$ cat config.mk
export PLATFORM = sky130hd
export DESIGN_NAME = lci_isqrt
export DESIGN_NICKNAME = d
export VERILOG_FILES = /design/src/sv/lci_isqrt.sv
export SDC_FILE = /design/constraint.sdc
export NUM_CORES = 2
export LEC_CHECK = 0
export BUFFER_PORTS_ARGS = -buffer_cell sky130_fd_sc_hd__buf_2
export CAP_MARGIN = 20
export CORE_UTILIZATION = 45
export CTS_CLUSTER_DIAMETER = 40
export DETAILED_ROUTE_END_ITERATION = 16
export PLACE_DENSITY_LB_ADDON = 0.1
export SLEW_MARGIN = 20
export SYNTH_ARGS = -nofsm -noshare
export SYNTH_HDL_FRONTEND = slang
export SYNTH_SLANG_ARGS = --single-unit
export TNS_END_PERCENT = 1
$ cat constraint.sdc
create_clock -name clk_i -period 12.1 [get_ports clk_i]
set_input_delay 2.42 -clock clk_i [delete_from_list [all_inputs] [get_ports clk_i]]
set_output_delay 2.42 -clock clk_i [all_outputs]
set_load 0.1 [all_outputs]
$ cat src/sv/lci_isqrt.sv
// ----------------------------------------------------------------------------
// lci_isqrt
// pipelined integer square root, floor, a few digit steps per stage
// ----------------------------------------------------------------------------
module lci_isqrt #(
  parameter int W     = 64,
  parameter int STEPS = 2,
  parameter int SW    = 1
) (
  input  logic            clk_i,
  input  logic            rst_ni,
  input  logic            en_i,
  input  logic            valid_i,
  input  logic [W-1:0]    n_i,
  input  logic [SW-1:0]   side_i,
  output logic            valid_o,
  output logic [W/2-1:0]  root_o,
  output logic [SW-1:0]   side_o
);
  localparam int NIT = W / 2;
  localparam int NST = (NIT + STEPS - 1) / STEPS;

  logic [W-1:0]  n_q    [NST];
  logic [W-1:0]  r_q    [NST];
  logic [SW-1:0] side_q [NST];
  logic          valid_q[NST];

  for (genvar s = 0; s < NST; s++) begin : g_st
    logic [W-1:0]  n_in, r_in, n_v, r_v, b_v;
    logic [SW-1:0] side_in;
    logic          valid_in;

    if (s == 0) begin : g_first
      assign n_in     = n_i;
      assign r_in     = '0;
      assign side_in  = side_i;
      assign valid_in = valid_i;
    end else begin : g_next
      assign n_in     = n_q[s-1];
      assign r_in     = r_q[s-1];
      assign side_in  = side_q[s-1];
      assign valid_in = valid_q[s-1];
    end

    always_comb begin
      n_v = n_in;
      r_v = r_in;
      b_v = '0;
      for (int j = 0; j < STEPS; j++) begin
        if (s * STEPS + j < NIT) begin
          b_v = W'(1) << (W - 2 - 2 * (s * STEPS + j));
          if (n_v >= r_v + b_v) begin
            n_v = n_v - (r_v + b_v);
            r_v = (r_v >> 1) + b_v;
          end else begin
            r_v = r_v >> 1;
          end
        end
      end
    end

    always_ff @(posedge clk_i or negedge rst_ni) begin
      if (!rst_ni) begin
        valid_q[s] <= 1'b0;
      end else if (en_i) begin
        valid_q[s] <= valid_in;
      end
    end

    always_ff @(posedge clk_i) begin
      if (en_i) begin
        n_q[s]    <= n_v;
        r_q[s]    <= r_v;
        side_q[s] <= side_in;
      end
    end
  end

  assign valid_o = valid_q[NST-1];
  assign root_o  = r_q[NST-1][W/2-1:0];
  assign side_o  = side_q[NST-1];
endmodule

==> reports/metrics.yaml <==
status:
  status: "finished, final reports clean"
detailed_routing:
  routed_wl_microns: 239600
  drtIter0Drc: 5369
  wl_met3_microns: 10290
  via_per_inst: 5.819
  wl_per_cell_microns: 21.17
  met1Wirelength_microns: 105300
  final_antenna_net_count: 0
  dr_wl_met2_microns: 117800
  drc_errors: 0
  top_layer: "met4"
  vias: 65850
  dr.pass1.iters: 6
sta:
  slew_headroom_pct: 25.53
  skew_ns: 0.08621
  fmax_mhz: 118.1
  slew_viol_final: 0
  finalCritPeriodShare_pct: 69.97
  finalHoldViolations: 0
  worstMarginPinSlew_ns: 1.107
  min_period_ns: 8.467
  fin_tns_setup_ns: 0
  finalSetupViolations: 0
  rsz0062_at_grt: "false"
layout:
  fin_area_sq_um: 95180
  multi_input_comb_area_sq_um: 44040
  layout_commonest_cell: "edfxtp_1"
  seq_area_sq_um: 37880
  nNetsFinal: 9298
  final_cell_mix: "edfxtp_1, nor2_1, a21oi_1, nand2_1, ha_1"
  layout.core_utilization_pct: 51.11
  n_fill_cell: 17090
  drive_gt1_share_pct: 8.014
  synthToLayoutAreaGrowth_pct: 12.24
synthesis:
  synth_area_leaders: "edfxtp_1, ha_1, xnor2_1, a21oi_1, nor2_1"
  synth_area_per_cell_sq_um: 9.913
  syn-num-nets: 9197
  synth_top_cell_by_area: "edfxtp_1"
  ys.flop_type: "edfxtp_1"
  yosys_warnings: 0
  syn_inst: 8555
  synthArstFlopShare_pct: 1.266
  synth_area_sq_um: 84800
  synth_top_area_share_pct: 44.19
  yosysUniqueCellTypes: 108
  synth_edf_count: 1248
  synth_seq_cells: 1264
  synth-seq-area-share_pct: 44.66
die:
  die-width_microns: 436.1
  start_util_pct: 45.54
  die_h_microns: 436.1
  die_area_sq_um: 190200
  fp-row-count: 158
  io_pins: 103
  core_sq_um: 186200
clock_network:
  clk_latency_ns: 0.86
  htreeDepth: 4
  hold_buffers: 0
  cts_max_path_buffers: 3
  clockRootBuffer: "clkbuf_16"
  cts_buffers: 204
  post_cts_buffers: 0
  ctsResizeCount: 0
  clock-sinks: 1264
  clkSlewWorstSetupHoldPaths_ns: 0.06
  cts_tree: "built"
worst_setup_path:
  max_stage_delay_ns: 0.88
  worst-setup-path-type: "flip-flop to flip-flop"
  r2r-end: "n_q[13][59]$_DFFE_PP_"
  crit_arrival_ns: 8.99
  ff2ff_setup_slack_ns: 3.63
  worstPathMaxFanout: 45
  reg2regPathDepth: 26
  slowest_stage: "a2111oi_2"
  timing.rr.start: "n_q[12][10]$_DFFE_PP_"
  endpoint_kind: "flip-flop"
  critPathLaunchType: "flip-flop"
  critPathLaunch: "n_q[12][10]$_DFFE_PP_"
  cp_data_required_time_ns: 12.63
pwr:
  peakVddDrop_mv: 0.1680
  p_per_area_nw_per_um2: 231.7
  p_leak_nw: 36.81
global_route:
  grt-ovfl-total: 0
  grt_use_total_pct: 24.60
  grt_pass1_wl_microns: 370100
  grt_pass1_vias: 63960
  antenna_found_initial: 0
  grt_max_degree: 183
min_path:
  hold_path_startpoint: "r_q[1][163]$_DFFE_PP_"
  hold_path_end: "r_q[1][225]$_DFFE_PP_"
  whs_path_depth: 0
  hold_class: "flip-flop to flip-flop"
placed_design:
  hpwl_microns: 188400
  postPlaceCellArea_sq_um: 87770
  gpl.final_weighted_congestion: 0.9305
  port_buffers: 102
run:
  cap_viol_max_count: 0
-- stage by stage --
| stage | setup slack, ns | instances | total power [mW] | hold slack, ns |
|---|---|---|---|---|
| after floorplan | 5.843 | 8555 | 13.45 | 0.4003 |
| after global placement | 3.978 | 10930 | 15.87 | 0.4006 |
| after detailed placement | 3.986 | 10930 | 15.90 | 0.4081 |
| after CTS | 3.879 | 11310 | 22.12 | 0.4240 |
| after global routing | 2.942 | 11310 | 23.44 | 0.4279 |
| final | 3.633 | 11320 | 22.06 | 0.4208 |
-- state kept, by name, indices dropped and copies added (netlist names) --
name / flops
g_st.valid_in: 15
n_q: 960
r_q: 272
side_q: 16
valid_o: 1
-- Yosys cell counts (all sizes together), types with 196 or more instances --
cell type / n
edfxtp: 1248
nor2: 719
a21oi: 684
nand2: 660
ha: 573
xnor2: 518
inv: 512
o21ai: 438
xor2: 296
a21o: 274
nor4: 239
nor3: 214
nand3: 196
nand4: 196
-- logic make-up after synthesis --
family                     synth area share, %
and+or+nand+nor                          17.35
AOI/OAI and AO/OA                        16.08
DFF                                      44.66
xor gates and xnor gates                 8.407
buffers and inverters                    3.438
adders and majority gates                8.454
muxes                                    1.605
-- worst max path at each step --
stage                       endpoint  slack [ns]  cells past startpoint
2_1_floorplan  n_q[14][31]$_DFFE_PP_        5.84                     29
3_3_place_gp   n_q[13][59]$_DFFE_PP_        3.98                     26
3_5_place_dp   n_q[13][59]$_DFFE_PP_        3.99                     26
4_1_cts        n_q[13][59]$_DFFE_PP_        3.88                     26
5_1_grt        n_q[13][43]$_DFFE_PP_        2.94                     26
6_report       n_q[13][59]$_DFFE_PP_        3.63                     26
-- final cells by class --
cell class,instances,area share (%)
clock inverters,160,2.265
flip-flops and latches,1264,39.79
repair buffers,138,0.9202
clock buffers,224,5.465
well taps,2480,3.260
inverters,512,2.019
diodes,3,0.007887
multi-input cells,6536,46.27
-- layer usage --
metal	vias up	track usage (%)
li1	32240	-
met1	31660	32.22
met2	1582	42.49
met3	371	3.114
met4	0	6.859
met5	-	0
-- where the power goes --
group / internal, mW / switching [mW] / leakage, nW
Clock: 3.79 / 2.30 / 3.52
Sequential: 5.94 / 0.679 / 12.1
Combinational: 3.75 / 5.59 / 21.1
Total: 13.5 / 8.57 / 36.8
-- worst max-delay path: cells and delay by family, from the launching register on --
family | cells | cell delay [ns]
AO/OA/AOI/OAI | 15 | 4.93
buffers and inverters | 4 | 1.02
AND/OR/NAND/NOR | 4 | 0.78
adder cells (fa/ha/maj) | 2 | 0.62
flip-flops | 1 | 0.59
XOR/XNOR | 1 | 0.18
Power figures use the tool's default switching activity.
