**src/sv/lci_div.sv**
```systemverilog
// ----------------------------------------------------------------------------
// lci_div
// pipelined restoring divider, two dividends over one shared divisor
// ----------------------------------------------------------------------------
module lci_div #(
  parameter int NW    = 49,
  parameter int DW    = 32,
  parameter int QB    = 17,
  parameter int STEPS = 2,
  parameter int SW    = 1
) (
  input  logic           clk_i,
  input  logic           rst_ni,
  input  logic           en_i,
  input  logic           valid_i,
  input  logic [NW-1:0]  num_a_i,
  input  logic [NW-1:0]  num_b_i,
  input  logic [DW-1:0]  den_i,
  input  logic [SW-1:0]  side_i,
  output logic           valid_o,
  output logic [QB-1:0]  quo_a_o,
  output logic [QB-1:0]  quo_b_o,
  output logic [SW-1:0]  side_o
);
  localparam int NST = (QB + STEPS - 1) / STEPS;

  logic [DW-1:0] rem_a_q[NST];
  logic [DW-1:0] rem_b_q[NST];
  logic [QB-1:0] low_a_q[NST];
  logic [QB-1:0] low_b_q[NST];
  logic [DW-1:0] den_q  [NST];
  logic [SW-1:0] side_q [NST];
  logic          valid_q[NST];

  for (genvar s = 0; s < NST; s++) begin : g_st
    logic [DW-1:0] rem_a_in, rem_b_in, den_in, rem_a_v, rem_b_v;
    logic [QB-1:0] low_a_in, low_b_in, low_a_v, low_b_v;
    logic [DW:0]   t_a, t_b;
    logic [SW-1:0] side_in;
    logic          valid_in;

    if (s == 0) begin : g_first
      assign rem_a_in = DW'(num_a_i >> QB);
      assign rem_b_in = DW'(num_b_i >> QB);
      assign low_a_in = num_a_i[QB-1:0];
      assign low_b_in = num_b_i[QB-1:0];
      assign den_in   = den_i;
      assign side_in  = side_i;
      assign valid_in = valid_i;
    end else begin : g_next
      assign rem_a_in = rem_a_q[s-1];
      assign rem_b_in = rem_b_q[s-1];
      assign low_a_in = low_a_q[s-1];
      assign low_b_in = low_b_q[s-1];
      assign den_in   = den_q[s-1];
      assign side_in  = side_q[s-1];
      assign valid_in = valid_q[s-1];
    end

    always_comb begin
      rem_a_v = rem_a_in;
      rem_b_v = rem_b_in;
      low_a_v = low_a_in;
      low_b_v = low_b_in;
      t_a     = '0;
      t_b     = '0;
      for (int j = 0; j < STEPS; j++) begin
        if (s * STEPS + j < QB) begin
          t_a = {rem_a_v, low_a_v[QB-1]};
          t_b = {rem_b_v, low_b_v[QB-1]};
          if (t_a >= {1'b0, den_in}) begin
            rem_a_v = DW'(t_a - {1'b0, den_in});
            low_a_v = {low_a_v[QB-2:0], 1'b1};
          end else begin
            rem_a_v = t_a[DW-1:0];
            low_a_v = {low_a_v[QB-2:0], 1'b0};
          end
          if (t_b >= {1'b0, den_in}) begin
            rem_b_v = DW'(t_b - {1'b0, den_in});
            low_b_v = {low_b_v[QB-2:0], 1'b1};
          end else begin
            rem_b_v = t_b[DW-1:0];
            low_b_v = {low_b_v[QB-2:0], 1'b0};
          end
        end
      end
    end

    always_ff @(posedge clk_i or negedge rst_ni) begin
      if (!rst_ni) begin
        valid_q[s] <= 1'b0;
      end else if (en_i) begin
        valid_q[s] <= valid_in;
      end
    end

    always_ff @(posedge clk_i) begin
      if (en_i) begin
        rem_a_q[s] <= rem_a_v;
        rem_b_q[s] <= rem_b_v;
        low_a_q[s] <= low_a_v;
        low_b_q[s] <= low_b_v;
        den_q[s]   <= den_in;
        side_q[s]  <= side_in;
      end
    end
  end

  assign valid_o = valid_q[NST-1];
  assign quo_a_o = low_a_q[NST-1];
  assign quo_b_o = low_b_q[NST-1];
  assign side_o  = side_q[NST-1];
endmodule

```
**config.mk**
```make
export PLATFORM = sky130hd
export DESIGN_NAME = lci_div
export DESIGN_NICKNAME = d
export VERILOG_FILES = /design/src/sv/lci_div.sv
export SDC_FILE = /design/constraint.sdc
export NUM_CORES = 2
export LEC_CHECK = 0
export BUFFER_PORTS_ARGS = -buffer_cell sky130_fd_sc_hd__buf_2
export CAP_MARGIN = 20
export CORE_AREA = 2 2 571 573
export DETAILED_ROUTE_END_ITERATION = 16
export DIE_AREA = 0 0 573 575
export PLACE_DENSITY = 0.47
export SLEW_MARGIN = 20
export SYNTH_ARGS = -nofsm -noshare
export SYNTH_HDL_FRONTEND = slang
export SYNTH_SLANG_ARGS = --single-unit
```
**constraint.sdc**
```tcl
create_clock -name clk_i -period 6.3 [get_ports clk_i]
set_clock_uncertainty 0.2 [all_clocks]
set_input_delay 0.315 -clock clk_i [delete_from_list [all_inputs] [get_ports clk_i]]
set_output_delay 0.315 -clock clk_i [all_outputs]
set_load 0.01 [all_outputs]
```
==> impl_table.tex <==
\begin{tabular}{lr}
\hline
Metric & Value \\
\hline
\multicolumn{2}{l}{\textbf{Outcome}} \\
Result of the run & complete, but fails checks \\
Violated checks & setup timing \\
\multicolumn{2}{l}{\textbf{Setup path}} \\
Nature of the critical path endpoint & flip-flop \\
R2R cell count & 29 \\
Crit Path Category & reg2reg \\
Internal reg-to-reg setup slack & -550 ps \\
Dominant cell type by count on the critical path & sky130\_fd\_sc\_hd\_\_o31a\_1 \\
Arrival time of the worst setup path & 7260 ps \\
Stage delay of the slowest cell on the critical path & 430 ps \\
Element type at the critical path start & flip-flop \\
Required time of the critical path & 6700 ps \\
Critical Path Fanout Max & 8 \\
Critical-path cell with the highest stage delay & sky130\_fd\_sc\_hd\_\_edfxtp\_1 \\
\multicolumn{2}{l}{\textbf{Yosys}} \\
Sequential area share after synthesis & 0.3392 \\
Post-synthesis async set-or-reset flop share & 0.008242 \\
Synth Area in Adders & 0.1477 \\
Number of flops mapped to enable cells by yosys & 1083 \\
Cell count after synthesis & 10.11k \\
Post-synthesis sequential element count & 1092 \\
Simple-gate share of the synthesized area & 0.1176 \\
Dominant combinational cell family by area after synthesis & compound AO/OA/AOI/OAI gates \\
Count of cell types in the netlist & 102 \\
Post-synthesis instance area & 0.09654 mm2 \\
Average size of a mapped cell & 9.552 um2 \\
Leading cell types by total area after synthesis & sky130\_fd\_sc\_hd\_\_edfxtp\_1, sky130\_fd\_sc\_hd\_\_ha\_1, sky130\_fd\_sc\_hd\_\_mux2\_2 \\
Top cell type by total area after synthesis & sky130\_fd\_sc\_hd\_\_edfxtp\_1 \\
Fraction of the mapped netlist area in compound gates & 0.2127 \\
Net count after synthesis & 11.36k \\
Multiplexer share of the synthesized area & 0.07433 \\
Area share of the largest cell type after synthesis & 0.3369 \\
Most common flop cell mapped by yosys & sky130\_fd\_sc\_hd\_\_edfxtp\_1 \\
Total number of yosys warnings & 0 \\
Xor-xnor portion of the synthesized cell area & 0.07476 \\
\multicolumn{2}{l}{\textbf{Drt}} \\
Antenna Violating Nets Remaining & 0 \\
Via density per instance & 5.060 \\
Total wirelength of the detailed-routed design & 421.9 mm \\
Number of search-and-repair iterations in the first detailed-routing pass & 6 \\
DRT iter0 DRCs & 5689 \\
Number of design rule violations left after detail routing & 0 \\
Average wire per standard cell & 22.34 um \\
Total via count in the routed design & 95.56k \\
\multicolumn{2}{l}{\textbf{Final layout}} \\
Final standard cell count with taps included and fillers excluded & 18.88k \\
Synth-to-layout area growth & 49.86\% \\
Utilization after layout & 0.4476 \\
Final-layout fill cell count & 31.15k \\
Number of nets at the end of the flow & 15.69k \\
Fraction of layout cells with a size suffix above 1 & 0.3897 \\
\multicolumn{2}{l}{\textbf{Global route}} \\
Global-route wire length before repair & 606.0 mm \\
Most used routing layer in global routing & met2 \\
Total GRT Usage & 0.2430 \\
Met1 Track Usage GR & 0.2884 \\
GRT overflow & 0 \\
Number of global-route vias before repair & 96.75k \\
Maximum number of pins on one net before global-route repair & 144 \\
Met2 global-route usage & 0.4314 \\
M3 GR Usage & 0.02182 \\
Antenna violations before repair & 23 \\
\multicolumn{2}{l}{\textbf{STA}} \\
Worst-case setup margin in the final layout & -551.6 ps \\
Final number of max-transition violations & 0 \\
RSZ-0062 raised after global routing & true \\
Hold Vio Cnt, Final & 0 \\
Post-layout min period & 6852 ps \\
Worst hold slack across all endpoints & 57.59 ps \\
Setup violation total in the final timing report & 386 \\
Max\_slew headroom & 0.1213 \\
Fmax achieved & 146.0 MHz \\
Fraction of the cycle the final worst path needs & 1.088 \\
Actual slew at the worst max-slew pin & 1306 ps \\
\multicolumn{2}{l}{\textbf{Clocking}} \\
Number of buffers created by CTS & 150 \\
H-tree Lvls & 4 \\
Post-CTS clock slew at the launch and capture registers of the worst setup and hold paths & 60 ps \\
Clock Sink Count & 1092 \\
TritonCTS clock tree & yes \\
Root buffer selected by CTS & sky130\_fd\_sc\_hd\_\_clkbuf\_16 \\
Largest buffer count on any clock path & 4 \\
Clk\_lat worst skew & 890 ps \\
\multicolumn{2}{l}{\textbf{Floorplanning}} \\
Number of core rows & 209 \\
Io pins & 171 \\
Chip Width & 573 um \\
Total core area & 0.3232 mm2 \\
Die Height & 575 um \\
Starting density of the core & 0.2987 \\
Total Die Area & 0.3295 mm2 \\
\multicolumn{2}{l}{\textbf{Job}} \\
Maximum capacitance violations & 0 \\
\multicolumn{2}{l}{\textbf{Placed design}} \\
Detailed-placement wirelength estimate & 344.4 mm \\
Number of buffer cells added on primary ports & 170 \\
Placer congestion estimate & 0.9561 \\
\# placed instances & 18.20k \\
\multicolumn{2}{l}{\textbf{Min path}} \\
Worst Hold Path Cells & 2 \\
Hold Crit Class & in2reg \\
\hline
\end{tabular}
[layout by cell type, fill, tap and decap left out, types with 524 or more instances in the layout]
cell | synthesis | final
sky130_fd_sc_hd__buf_4 | 6 | 3887
sky130_fd_sc_hd__edfxtp_1 | 1083 | 1083
sky130_fd_sc_hd__ha_1 | 1088 | 1006
sky130_fd_sc_hd__a21oi_1 | 948 | 851
sky130_fd_sc_hd__nand2_1 | 714 | 701
sky130_fd_sc_hd__o21ai_0 | 733 | 616
sky130_fd_sc_hd__inv_1 | 609 | 572
sky130_fd_sc_hd__nor2_1 | 593 | 561
sky130_fd_sc_hd__xnor2_1 | 560 | 558
sky130_fd_sc_hd__mux2_2 | 594 | 524
[what timing repair did]
item / CTS / global route
pin swaps: 153 / 137
buffers inserted: 110 / 115
hold endpoints to repair: 241 / 0
setup endpoints to repair: 498 / 516
cloned: 17 / 18
gates resized for setup: 507 / 418
hold buffers: 157 / 0
[final cells by class]
class | count | area, um2 | share of cell area
Inverter | 614 | 2316 | 0.01601
Sequential cell | 1092 | 32750 | 0.2264
Timing Repair Buffer | 4395 | 34920 | 0.2414
Tap cell | 4325 | 5411 | 0.03741
Clock inverter | 89 | 1008 | 0.006971
Multi-Input combinational cell | 8178 | 64330 | 0.4447
Clock buffer | 177 | 3897 | 0.02694
Antenna cell | 14 | 35.03 | 0.0002422
[worst max-delay path, delay by kind of cell (launching register included)]
family	cells	cell delay (ps)
AO/OA/AOI/OAI	15	3110
buffers and inverters	7	1160
multiplexers	2	630
AND/OR/NAND/NOR	3	590
flip-flops	1	430
adder cells (fa/ha/maj)	2	420
[synthesized netlist by cell type, types with 144 or more instances]
library cell               number
sky130_fd_sc_hd__ha_1        1088
sky130_fd_sc_hd__edfxtp_1    1083
sky130_fd_sc_hd__a21oi_1      948
sky130_fd_sc_hd__o21ai_0      733
sky130_fd_sc_hd__nand2_1      714
sky130_fd_sc_hd__inv_1        609
sky130_fd_sc_hd__mux2_2       594
sky130_fd_sc_hd__nor2_1       593
sky130_fd_sc_hd__xnor2_1      560
sky130_fd_sc_hd__a21o_1       501
sky130_fd_sc_hd__xor2_1       264
sky130_fd_sc_hd__nand3_1      180
sky130_fd_sc_hd__o21a_1       168
sky130_fd_sc_hd__clkbuf_1     150
sky130_fd_sc_hd__nand4_1      149
sky130_fd_sc_hd__nor3_1       144
[registers in the layout (all words and copies together) (netlist names)]
signal and cells:
g_st.valid_in 8, low_a_q 153, valid_o 1, rem_b_q 256
rem_a_q 256, den_q 256, side_q 9, low_b_q 153
[metal layers]
metal  vias to the layer above  share of wire
li1                      46720              -
met1                     46060           0.41
met2                      2133           0.49
met3                       641          0.037
met4                         4          0.065
met5                         -       0.000050
[final timing paths]
check | startpoint | end
setup / recovery | den_q[0][129]$_DFFE_PP_ | rem_b_q[0][165]$_DFFE_PP_
hold / removal | num_a_i[14] | low_a_q[0][16]$_DFFE_PP_
setup reg to reg | den_q[0][129]$_DFFE_PP_ | rem_b_q[0][165]$_DFFE_PP_
hold reg to reg | low_b_q[0][105]$_DFFE_PP_ | low_b_q[0][124]$_DFFE_PP_
max in group asynchronous | rst_ni | g_st[1].valid_in$_DFFE_PN0P_
min in group asynchronous | rst_ni | g_st[6].valid_in$_DFFE_PN0P_
[logic make-up (layout without fill, tap and decap cells)]
logic type,count (synthesis),count (layout)
AND/OR/NAND/NOR,2365,2366
other,0,14
buffers and inverters,838,5275
multiplexers,641,641
adder cells (fa/ha/maj),1120,1120
flip-flops,1092,1092
XOR/XNOR,824,824
AO/OA/AOI/OAI,3226,3227
[through the flow]
| stage | instance area (um2) | worst slack (ps) | setup TNS, ps |
|---|---|---|---|
| after floorplan | 96620 | 3.157 | 0 |
| after global placement | 131500 | -1265 | -366130 |
| after detailed placement | 131500 | -1250 | -380790 |
| after CTS | 141600 | -708.5 | -139040 |
| after global routing | 144700 | -709.7 | -169040 |
| final | 144700 | -551.6 | -81080 |
Power is left out: the tool's default activity adds up to more than one toggle a clock period on the data nets, which glitch-free logic cannot reach.
